$ cat config.mk
export PLATFORM = sky130hd
export DESIGN_NAME = first_fit_free_list_allocator
export DESIGN_NICKNAME = d
export VERILOG_FILES = /design/src/sv/ffa_pkg.sv /design/src/sv/ffa_block_table.sv /design/src/sv/ffa_free_stack.sv /design/src/sv/first_fit_free_list_allocator.sv
export SDC_FILE = /design/constraint.sdc
export NUM_CORES = 2
export LEC_CHECK = 0
export BUFFER_PORTS_ARGS = -buffer_cell sky130_fd_sc_hd__buf_2
export CAP_MARGIN = 40
export CORE_MARGIN = 8
export CORE_UTILIZATION = 35
export DETAILED_ROUTE_END_ITERATION = 10
export PLACE_DENSITY_LB_ADDON = 0.1
export RECOVER_POWER = 25
export SLEW_MARGIN = 5
export SYNTH_ARGS = -nofsm -noshare
export SYNTH_HDL_FRONTEND = slang
export SYNTH_SLANG_ARGS = --single-unit
$ cat constraint.sdc
create_clock -name clock -period 6.7 [get_ports clock]
set_input_delay 1.34 -clock clock [delete_from_list [all_inputs] [get_ports clock]]
set_output_delay 1.34 -clock clock [all_outputs]
set_load 0.02 [all_outputs]
$ cat src/sv/ffa_pkg.sv
package ffa_pkg;

   localparam int MAX_BLOCKS_DEF   = 64;
   localparam int HEADER_BYTES_DEF = 4;
   localparam int ALIGN_BYTES_DEF  = 16;

   localparam int ADDR_W     = 32;
   localparam int SIZE_W     = 24;
   localparam int LEN_W      = 25;
   localparam int CSR_ADDR_W = 3;
   localparam int CSR_DATA_W = 32;

   localparam logic CMD_ALLOC = 1'b0;
   localparam logic CMD_FREE  = 1'b1;

   localparam logic [1:0] ST_OK         = 2'd0;
   localparam logic [1:0] ST_TABLE_FULL = 2'd1;
   localparam logic [1:0] ST_BREAK_WRAP = 2'd2;
   localparam logic [1:0] ST_BAD_FREE   = 2'd3;

   // register index, taken from csr_paddr[2]
   localparam logic REG_HEAP_START = 1'b0;

   typedef struct packed {
      logic              command;
      logic [SIZE_W-1:0] request_size;
      logic [ADDR_W-1:0] release_address;
   } req_type;

   typedef struct packed {
      logic [ADDR_W-1:0] payload_address;
      logic              from_free_list;
      logic [1:0]        status;
   } rsp_type;

   typedef struct packed {
      logic [ADDR_W-1:0] start;
      logic [LEN_W-1:0]  length;
      logic              is_free;
   } blk_entry_type;

endpackage

$ cat src/sv/ffa_block_table.sv
module ffa_block_table
   import ffa_pkg::*;
#(
   parameter int DEPTH = MAX_BLOCKS_DEF,
   parameter int IW    = $clog2(MAX_BLOCKS_DEF)
) (
   input  logic          clock,
   input  logic          wr_en,
   input  logic [IW-1:0] wr_addr,
   input  blk_entry_type wr_data,
   input  logic          rd_en,
   input  logic [IW-1:0] rd_addr,
   output blk_entry_type rd_data
);

   blk_entry_type mem_ff [DEPTH];
   blk_entry_type rd_data_ff;

   always_ff @(posedge clock) begin
      if (wr_en) begin
         mem_ff[wr_addr] <= wr_data;
      end
      if (rd_en) begin
         rd_data_ff <= mem_ff[rd_addr];
      end
   end

   assign rd_data = rd_data_ff;

endmodule

$ cat src/sv/ffa_free_stack.sv
module ffa_free_stack
   import ffa_pkg::*;
#(
   parameter int DEPTH = MAX_BLOCKS_DEF,
   parameter int IW    = $clog2(MAX_BLOCKS_DEF)
) (
   input  logic          clock,
   input  logic          wr_en,
   input  logic [IW-1:0] wr_addr,
   input  logic [IW-1:0] wr_data,
   input  logic          rd_en,
   input  logic [IW-1:0] rd_addr,
   output logic [IW-1:0] rd_data
);

   logic [IW-1:0] mem_ff [DEPTH];
   logic [IW-1:0] rd_data_ff;

   always_ff @(posedge clock) begin
      if (wr_en) begin
         mem_ff[wr_addr] <= wr_data;
      end
      if (rd_en) begin
         rd_data_ff <= mem_ff[rd_addr];
      end
   end

   assign rd_data = rd_data_ff;

endmodule

$ cat src/sv/first_fit_free_list_allocator.sv
// Allocate: scans the free list from the head, one entry a cycle through the stack and
// block-table read ports; when no entry fits, or the list is empty, it tries to carve a new
// block, then loads the output; a hit moves each entry above it in the stack down by one.
// Free: scans the carved blocks for the address, one block-table read a cycle.
// One item in work at a time; the next is taken while a result waits in the output.
// Synchronous reset clears control state and counts; the tables need no clearing pass.
module first_fit_free_list_allocator
   import ffa_pkg::*;
#(
   parameter int MAX_BLOCKS   = MAX_BLOCKS_DEF,
   parameter int HEADER_BYTES = HEADER_BYTES_DEF,
   parameter int ALIGN_BYTES  = ALIGN_BYTES_DEF
) (
   input  logic                  clock,
   input  logic                  reset,
   input  logic                  req_valid,
   output logic                  req_stall,
   input  req_type               req_data,
   output logic                  rsp_valid,
   input  logic                  rsp_stall,
   output rsp_type               rsp_data,
   input  logic                  csr_psel,
   input  logic                  csr_penable,
   input  logic                  csr_pwrite,
   input  logic [CSR_ADDR_W-1:0] csr_paddr,
   input  logic [CSR_DATA_W-1:0] csr_pwdata,
   output logic [CSR_DATA_W-1:0] csr_prdata,
   output logic                  csr_pready
);

   localparam int IW = $clog2(MAX_BLOCKS);
   localparam int CW = $clog2(MAX_BLOCKS + 1);

   localparam logic [2:0] S_IDLE  = 3'd0;
   localparam logic [2:0] S_ASCAN = 3'd1;
   localparam logic [2:0] S_SHIFT = 3'd2;
   localparam logic [2:0] S_AMISS = 3'd3;
   localparam logic [2:0] S_FSCAN = 3'd4;
   localparam logic [2:0] S_DONE  = 3'd5;

   logic [2:0]        state_ff, state_in;
   logic [ADDR_W-1:0] addr_ff, addr_in;
   logic [LEN_W-1:0]  rounded_ff, rounded_in;
   logic [CW-1:0]     scan_ff, scan_in;
   logic              v1_ff, v1_in;
   logic [IW-1:0]     pos1_ff, pos1_in;
   logic              v2_ff, v2_in;
   logic [IW-1:0]     pos2_ff, pos2_in;
   logic [IW-1:0]     idx2_ff, idx2_in;
   logic [CW-1:0]     sh_next_ff, sh_next_in;
   logic [IW-1:0]     sh_wa_ff, sh_wa_in;
   logic [IW-1:0]     fidx_ff, fidx_in;
   rsp_type           res_ff, res_in;
   logic [CW-1:0]     block_count_ff, block_count_in;
   logic [CW-1:0]     free_count_ff, free_count_in;
   logic [ADDR_W-1:0] heap_break_ff, heap_break_in;
   logic [ADDR_W-1:0] heap_start_ff, heap_start_in;
   logic              rsp_valid_ff, rsp_valid_in;
   rsp_type           rsp_ff, rsp_in;

   logic              blk_we, blk_re;
   logic [IW-1:0]     blk_wa, blk_ra;
   blk_entry_type     blk_wd, blk_rd;
   logic              stk_we, stk_re;
   logic [IW-1:0]     stk_wa, stk_ra, stk_wd, stk_rd;

   logic [ADDR_W-1:0] rnd_sum, rnd_val;
   logic [CW-1:0]     fc_m1, scan_m1, pos2_p1, sh_nm1;
   logic [ADDR_W:0]   brk_sum;
   logic              hit, match, out_free, cfg_wr;

   ffa_block_table #(.DEPTH(MAX_BLOCKS), .IW(IW)) u_blk (
      .clock   (clock),
      .wr_en   (blk_we),
      .wr_addr (blk_wa),
      .wr_data (blk_wd),
      .rd_en   (blk_re),
      .rd_addr (blk_ra),
      .rd_data (blk_rd)
   );

   ffa_free_stack #(.DEPTH(MAX_BLOCKS), .IW(IW)) u_stk (
      .clock   (clock),
      .wr_en   (stk_we),
      .wr_addr (stk_wa),
      .wr_data (stk_wd),
      .rd_en   (stk_re),
      .rd_addr (stk_ra),
      .rd_data (stk_rd)
   );

   assign rnd_sum  = ADDR_W'(req_data.request_size) + ADDR_W'(HEADER_BYTES)
                   + ADDR_W'(ALIGN_BYTES - 1);
   assign rnd_val  = rnd_sum & ~(ADDR_W'(ALIGN_BYTES - 1));
   assign fc_m1    = free_count_ff - CW'(1);
   assign scan_m1  = scan_ff - CW'(1);
   assign pos2_p1  = CW'(pos2_ff) + CW'(1);
   assign sh_nm1   = sh_next_ff - CW'(1);
   assign brk_sum  = {1'b0, heap_break_ff} + (ADDR_W + 1)'(rounded_ff);
   assign hit      = v2_ff && (blk_rd.length >= rounded_ff);
   assign match    = (blk_rd.start + ADDR_W'(HEADER_BYTES)) == addr_ff;
   assign out_free = !rsp_valid_ff || !rsp_stall;
   assign cfg_wr   = csr_psel && csr_penable && csr_pwrite && (csr_paddr[2] == REG_HEAP_START);

   always_comb begin
      state_in       = state_ff;
      addr_in        = addr_ff;
      rounded_in     = rounded_ff;
      scan_in        = scan_ff;
      v1_in          = v1_ff;
      pos1_in        = pos1_ff;
      v2_in          = v2_ff;
      pos2_in        = pos2_ff;
      idx2_in        = idx2_ff;
      sh_next_in     = sh_next_ff;
      sh_wa_in       = sh_wa_ff;
      fidx_in        = fidx_ff;
      res_in         = res_ff;
      block_count_in = block_count_ff;
      free_count_in  = free_count_ff;
      heap_break_in  = heap_break_ff;
      heap_start_in  = heap_start_ff;
      rsp_valid_in   = rsp_valid_ff && rsp_stall;
      rsp_in         = rsp_ff;
      blk_we         = 1'b0;
      blk_wa         = '0;
      blk_wd         = blk_rd;
      blk_re         = 1'b0;
      blk_ra         = '0;
      stk_we         = 1'b0;
      stk_wa         = '0;
      stk_wd         = '0;
      stk_re         = 1'b0;
      stk_ra         = '0;

      if (cfg_wr) begin
         heap_start_in = csr_pwdata;
         if (block_count_ff == '0) begin
            heap_break_in = csr_pwdata;
         end
      end

      unique case (state_ff)
         S_IDLE: begin
            if (req_valid) begin
               addr_in    = req_data.release_address;
               rounded_in = rnd_val[LEN_W-1:0];
               if (req_data.command == CMD_ALLOC) begin
                  if (free_count_ff != '0) begin
                     // start at the head: most recently freed block
                     stk_re   = 1'b1;
                     stk_ra   = fc_m1[IW-1:0];
                     pos1_in  = fc_m1[IW-1:0];
                     v1_in    = 1'b1;
                     v2_in    = 1'b0;
                     scan_in  = fc_m1;
                     state_in = S_ASCAN;
                  end else begin
                     state_in = S_AMISS;
                  end
               end else begin
                  if (block_count_ff != '0) begin
                     blk_re   = 1'b1;
                     blk_ra   = '0;
                     fidx_in  = '0;
                     scan_in  = CW'(1);
                     state_in = S_FSCAN;
                  end else begin
                     res_in   = '{payload_address: '0, from_free_list: 1'b0,
                                  status: ST_BAD_FREE};
                     state_in = S_DONE;
                  end
               end
            end
         end

         S_ASCAN: begin
            if (hit) begin
               blk_we         = 1'b1;
               blk_wa         = idx2_ff;
               blk_wd.is_free = 1'b0;
               res_in         = '{payload_address: blk_rd.start + ADDR_W'(HEADER_BYTES),
                                  from_free_list: 1'b1, status: ST_OK};
               v1_in          = 1'b0;
               v2_in          = 1'b0;
               if (pos2_p1 < free_count_ff) begin
                  // close the gap: move entries above the hit down by one
                  stk_re     = 1'b1;
                  stk_ra     = pos2_p1[IW-1:0];
                  sh_wa_in   = pos2_ff;
                  sh_next_in = pos2_p1 + CW'(1);
                  state_in   = S_SHIFT;
               end else begin
                  free_count_in = fc_m1;
                  state_in      = S_DONE;
               end
            end else begin
               v2_in   = v1_ff;
               pos2_in = pos1_ff;
               idx2_in = stk_rd;
               if (v1_ff) begin
                  blk_re = 1'b1;
                  blk_ra = stk_rd;
               end
               if (scan_ff != '0) begin
                  stk_re  = 1'b1;
                  stk_ra  = scan_m1[IW-1:0];
                  pos1_in = scan_m1[IW-1:0];
                  v1_in   = 1'b1;
                  scan_in = scan_m1;
               end else begin
                  v1_in = 1'b0;
               end
               if (scan_ff == '0 && !v1_ff) begin
                  state_in = S_AMISS;
               end
            end
         end

         S_SHIFT: begin
            stk_we = 1'b1;
            stk_wa = sh_wa_ff;
            stk_wd = stk_rd;
            if (sh_next_ff < free_count_ff) begin
               stk_re     = 1'b1;
               stk_ra     = sh_next_ff[IW-1:0];
               sh_wa_in   = sh_nm1[IW-1:0];
               sh_next_in = sh_next_ff + CW'(1);
            end else begin
               free_count_in = fc_m1;
               state_in      = S_DONE;
            end
         end

         S_AMISS: begin
            if (block_count_ff >= CW'(MAX_BLOCKS)) begin
               res_in = '{payload_address: '0, from_free_list: 1'b0, status: ST_TABLE_FULL};
            end else if (brk_sum[ADDR_W]) begin
               res_in = '{payload_address: '0, from_free_list: 1'b0, status: ST_BREAK_WRAP};
            end else begin
               blk_we         = 1'b1;
               blk_wa         = block_count_ff[IW-1:0];
               blk_wd         = '{start: heap_break_ff, length: rounded_ff, is_free: 1'b0};
               block_count_in = block_count_ff + CW'(1);
               heap_break_in  = brk_sum[ADDR_W-1:0];
               res_in         = '{payload_address: heap_break_ff + ADDR_W'(HEADER_BYTES),
                                  from_free_list: 1'b0, status: ST_OK};
            end
            state_in = S_DONE;
         end

         S_FSCAN: begin
            if (match) begin
               if (blk_rd.is_free || free_count_ff >= CW'(MAX_BLOCKS)) begin
                  res_in = '{payload_address: '0, from_free_list: 1'b0, status: ST_BAD_FREE};
               end else begin
                  blk_we         = 1'b1;
                  blk_wa         = fidx_ff;
                  blk_wd.is_free = 1'b1;
                  stk_we         = 1'b1;
                  stk_wa         = free_count_ff[IW-1:0];
                  stk_wd         = fidx_ff;
                  free_count_in  = free_count_ff + CW'(1);
                  res_in         = '{payload_address: '0, from_free_list: 1'b0, status: ST_OK};
               end
               state_in = S_DONE;
            end else if (scan_ff < block_count_ff) begin
               blk_re  = 1'b1;
               blk_ra  = scan_ff[IW-1:0];
               fidx_in = scan_ff[IW-1:0];
               scan_in = scan_ff + CW'(1);
            end else begin
               res_in   = '{payload_address: '0, from_free_list: 1'b0, status: ST_BAD_FREE};
               state_in = S_DONE;
            end
         end

         S_DONE: begin
            // hold the result until the output register frees up
            if (out_free) begin
               rsp_valid_in = 1'b1;
               rsp_in       = res_ff;
               state_in     = S_IDLE;
            end
         end

         default: begin
            state_in = S_IDLE;
         end
      endcase
   end

   always_ff @(posedge clock) begin
      if (reset) begin
         state_ff       <= S_IDLE;
         v1_ff          <= 1'b0;
         v2_ff          <= 1'b0;
         block_count_ff <= '0;
         free_count_ff  <= '0;
         heap_break_ff  <= '0;
         heap_start_ff  <= '0;
         rsp_valid_ff   <= 1'b0;
      end else begin
         state_ff       <= state_in;
         v1_ff          <= v1_in;
         v2_ff          <= v2_in;
         block_count_ff <= block_count_in;
         free_count_ff  <= free_count_in;
         heap_break_ff  <= heap_break_in;
         heap_start_ff  <= heap_start_in;
         rsp_valid_ff   <= rsp_valid_in;
      end
   end

   always_ff @(posedge clock) begin
      addr_ff    <= addr_in;
      rounded_ff <= rounded_in;
      scan_ff    <= scan_in;
      pos1_ff    <= pos1_in;
      pos2_ff    <= pos2_in;
      idx2_ff    <= idx2_in;
      sh_next_ff <= sh_next_in;
      sh_wa_ff   <= sh_wa_in;
      fidx_ff    <= fidx_in;
      res_ff     <= res_in;
      rsp_ff     <= rsp_in;
   end

   assign req_stall  = (state_ff != S_IDLE);
   assign rsp_valid  = rsp_valid_ff;
   assign rsp_data   = rsp_ff;
   assign csr_pready = 1'b1;
   assign csr_prdata = (csr_paddr[2] == REG_HEAP_START) ? heap_start_ff : '0;

endmodule

==> key figures <==
Drt
  • Via count: 117000
  • Detailed Route Iter0 Violations: 14800
  • Post-DRT Antenna Nets: 0
  • Via/cell ratio: 5.66
  • TritonRoute pass-1 iters: 6
  • WL/cell: 32.7 um
  • DRC Markers: 0
  • Overall routed net length: 678000 um

Critical path
  • CP most frequent cell: buf_4
  • Kind of critical path: reg2reg
  • Worst-path maximum fanout: 16
  • Crit path cell chain: inv_1 > ha_1 > nand4_1 > nor3_1 > o41ai_1 > clkbuf_1 > a311oi_2 > buf_4 > o21a_1 > buf_4 > and2_0 > a22o_1 > a21oi_1 > or3_1 > buf_4 > nor2_4 > buf_12
  • Max incr delay on CP: 650 ps
  • CP required: 7420 ps
  • FF-to-FF path depth: 17
  • Startpoint types: flop
  • Slowest cell on crit path: nor2_4
  • Setup crit end kind: flop
  • Worst EP arrival: 7270 ps

Synthesis
  • Syn. warnings: 0
  • Post-Synthesis Cells: 12800
  • Post-Syn Area: 177000 sq um
  • Synth Flop Type: edfxtp_1
  • FF+latch count, synth: 4410
  • Synth top area share: 73.3%
  • Synth Net Count: 12900
  • Avg Cell Area, Syn: 13.9 sq um
  • Library cells used by synthesis: 98
  • Number of synthesized flops with an enable pin: 4326
  • Top post-synthesis cells by area: edfxtp_1 73%, nand2_1 6.2%, nand3_1 3.7%
  • Post-synth ARST share: 0%
  • Cell taking the most area after synthesis: edfxtp_1
  • Post-synthesis sequential area ratio: 74.3%

Timing
  • Hold Slack: 402 ps
  • Fmax: 153 MHz
  • Unrepaired setup endpoints after global routing: no
  • Final Cycle Share: 97.8%
  • Pins Over Slew Limit: 816
  • Hold Vio Cnt, Final: 0
  • Worst relative slew slack: -102%
  • Total negative slack: 0 ps
  • Setup Viol. Count Final: 0
  • Minimum clock period: 6550 ps
  • Worst Tran Pin Value: 3020 ps
  • Clock skew: 99.5 ps
  • Fin worst setup slack: 150 ps

CTS
  • Clk buf depth: 4
  • Worst-path clk slew: 60 ps
  • Clock Sinks: 4410
  • TritonCTS clock tree: yes
  • Root buf cell: clkbuf_16
  • CTS Buf Count: 471
  • Worst-skew pair later-pin latency: 1060 ps
  • CTS H-tree lvls: 5

Layout
  • Synth-to-Final Area Change: 18.6%
  • Share of cells above drive strength 1: 14.1%
  • Utilization after layout: 41.6%
  • Highest-count cells in the layout ignoring fill and taps: 4326 x edfxtp_1, 2917 x nand2_1, 1312 x nand3_1
  • Post-route insts no fill: 20700
  • Fill cell count: 46200
  • Most common cell after layout, fill and taps aside: edfxtp_1
  • Nets: 13800

Global routing
  • M1 GR Usage: 35.1%
  • Grt peak-use layer: met2
  • Antenna violations before repair: 59
  • First-pass GRT wire length: 929000 um
  • GRT met2 Usage: 39.5%
  • GR Overflow Total: 0
  • Tot GR Track Use: 24.7%
  • GRT met3 Usage: 3.77%
  • Largest net degree at the start of global routing: 97
  • Vias in the first global route: 113000

Run status
  • Failing checks: max-capacitance violations, max-slew violations
  • Outcome: complete, but fails checks

Place
  • Number of I/O port buffers: 165
  • GPL Wtd Cong: 0.851
  • Worst slack, placed: 86.5 ps
  • HPWL Detailed: 424000 um
  • Placed Instances: 19800

Floorplanning
  • DIE WIDTH: 727 um
  • Core box area: 505000 sq um
  • Die area: 529000 sq um
  • Die H: 727 um
  • FP Rows: 261
  • Initial core utilization: 35.1%
  • I/O pin count: 169

Power
  • Net Switching: 30700 uW
  • Sw Ratio: 35.1%
  • Maximum vdd ir drop: 0.000263 V
  • P_leak: 0.0711 uW
  • Int Power: 56600 uW
  • Clock power frac: 29.0%
  • PD cells: 416 nW/um^2
  • Gate power share: 30.5%
  • Sequential share of power: 40.5%

Worst hold path
  • Cell depth of the worst hold path: 0
  • Hold WC Path Type: reg2reg

Job
  • Max-cap violation count: 23
logic make-up (layout without fill, tap and decap cells):
| logic type | Yosys count | count (layout) | synth area share, % |
|---|---|---|---|
| simple gates | 5245 | 5245 | 13.0 |
| flops | 4410 | 4410 | 74.3 |
| compound gates | 1550 | 1550 | 5.78 |
| buf+inv | 866 | 2101 | 2.12 |
| mux | 478 | 478 | 3.50 |
| xor+xnor | 150 | 150 | 0.757 |
| fa+ha+maj | 73 | 73 | 0.520 |
| other cells | 1 | 27 | 0.00212 |
final cells by class:
class | instances | area [sq um] | area share (%)
antenna | 26 | 65.1 | 0.0310
clock buffer | 581 | 12300 | 5.87
clock inverter | 286 | 2410 | 1.15
inverter | 78 | 293 | 0.139
multi-input combinational | 7497 | 42700 | 20.4
sequential | 4410 | 132000 | 62.6
tap | 6706 | 8390 | 3.99
timing repair buffer | 1156 | 12200 | 5.83
cells in the mapped netlist (16+ instances only):
| master | number |
|---|---|
| ha_1 | 72 |
| a221o_1 | 38 |
| a31oi_1 | 197 |
| o211ai_1 | 37 |
| xor2_1 | 54 |
| a21oi_1 | 438 |
| a32oi_1 | 23 |
| a22oi_1 | 34 |
| or3_1 | 23 |
| a311oi_1 | 24 |
| a211oi_1 | 141 |
| buf_4 | 62 |
| inv_1 | 76 |
| nor3_1 | 60 |
| buf_1 | 87 |
| a21o_1 | 36 |
| and2_1 | 25 |
| and3_1 | 159 |
| nor4_1 | 97 |
| or4_1 | 60 |
| nand2b_1 | 17 |
| edfxtp_1 | 4326 |
| mux4_2 | 112 |
| dfxtp_1 | 84 |
| o22ai_1 | 210 |
| buf_2 | 162 |
| o2111ai_1 | 31 |
| o22a_1 | 16 |
| o21ai_0 | 119 |
| nand2_1 | 2948 |
| mux2i_1 | 361 |
| nand4_1 | 94 |
| o221ai_1 | 54 |
| nor2_1 | 347 |
| clkbuf_1 | 468 |
| nor2b_1 | 47 |
| xnor2_1 | 94 |
| nand3_1 | 1316 |
| a31o_2 | 19 |
stage by stage:
stage	total power, uW	cell area, sq um
detailed placement	62600	196000
floorplan	49000	177000
global placement	62100	196000
global route	90300	210000
finish	87300	210000
CTS	87800	211000
worst paths after layout:
kind	start	endpoint	slack, ps
max reg2reg	rounded_ff[15]	u_blk.mem_ff[29][14]	150
min reg2reg	res_ff[9]	rsp_data[9]	400
max	rounded_ff[15]	u_blk.mem_ff[29][14]	150
min	res_ff[9]	rsp_data[9]	400
critical path, delay by kind of cell, from the launching register on:
family / cells / cell delay [ps]
compound gates: 5 / 1290
fa+ha+maj: 1 / 270
buf+inv: 6 / 1740
flops: 1 / 470
simple gates: 5 / 2320
power groups by stage:
stage / Clock, uW / Sequential (uW) / Combinational [uW]
after floorplan: 0 / 35500 / 13400
final: 25300 / 35300 / 26700
after detailed placement: 0 / 35800 / 26800
after global routing: 26700 / 35400 / 28200
after CTS: 25700 / 35200 / 26900
after global placement: 0 / 35800 / 26400
registers in the layout, indices dropped and copies added, names as in the netlist, 32 cells and up:
signal         count
heap_start_ff     32
res_ff            35
addr_ff           32
u_blk.rd_data     58
u_stk.mem_ff     384
heap_break_ff     32
rsp_data          35
u_blk.mem_ff    3712
repair_timing:
item                       4_1_cts  5_1_grt
gates resized for setup          0        2
hold buffers                     0        0
setup buffers                    0        6
setup endpoints to repair        0      190
hold endpoints to repair         0        0
layer usage:
layer | wire, um | part of all wire [%]
met5 | 15 | 0.0022
met1 | 292000 | 43
met3 | 53400 | 7.9
met4 | 23000 | 3.4
met2 | 310000 | 46
No activity file was read; power rests on OpenSTA's default activity.
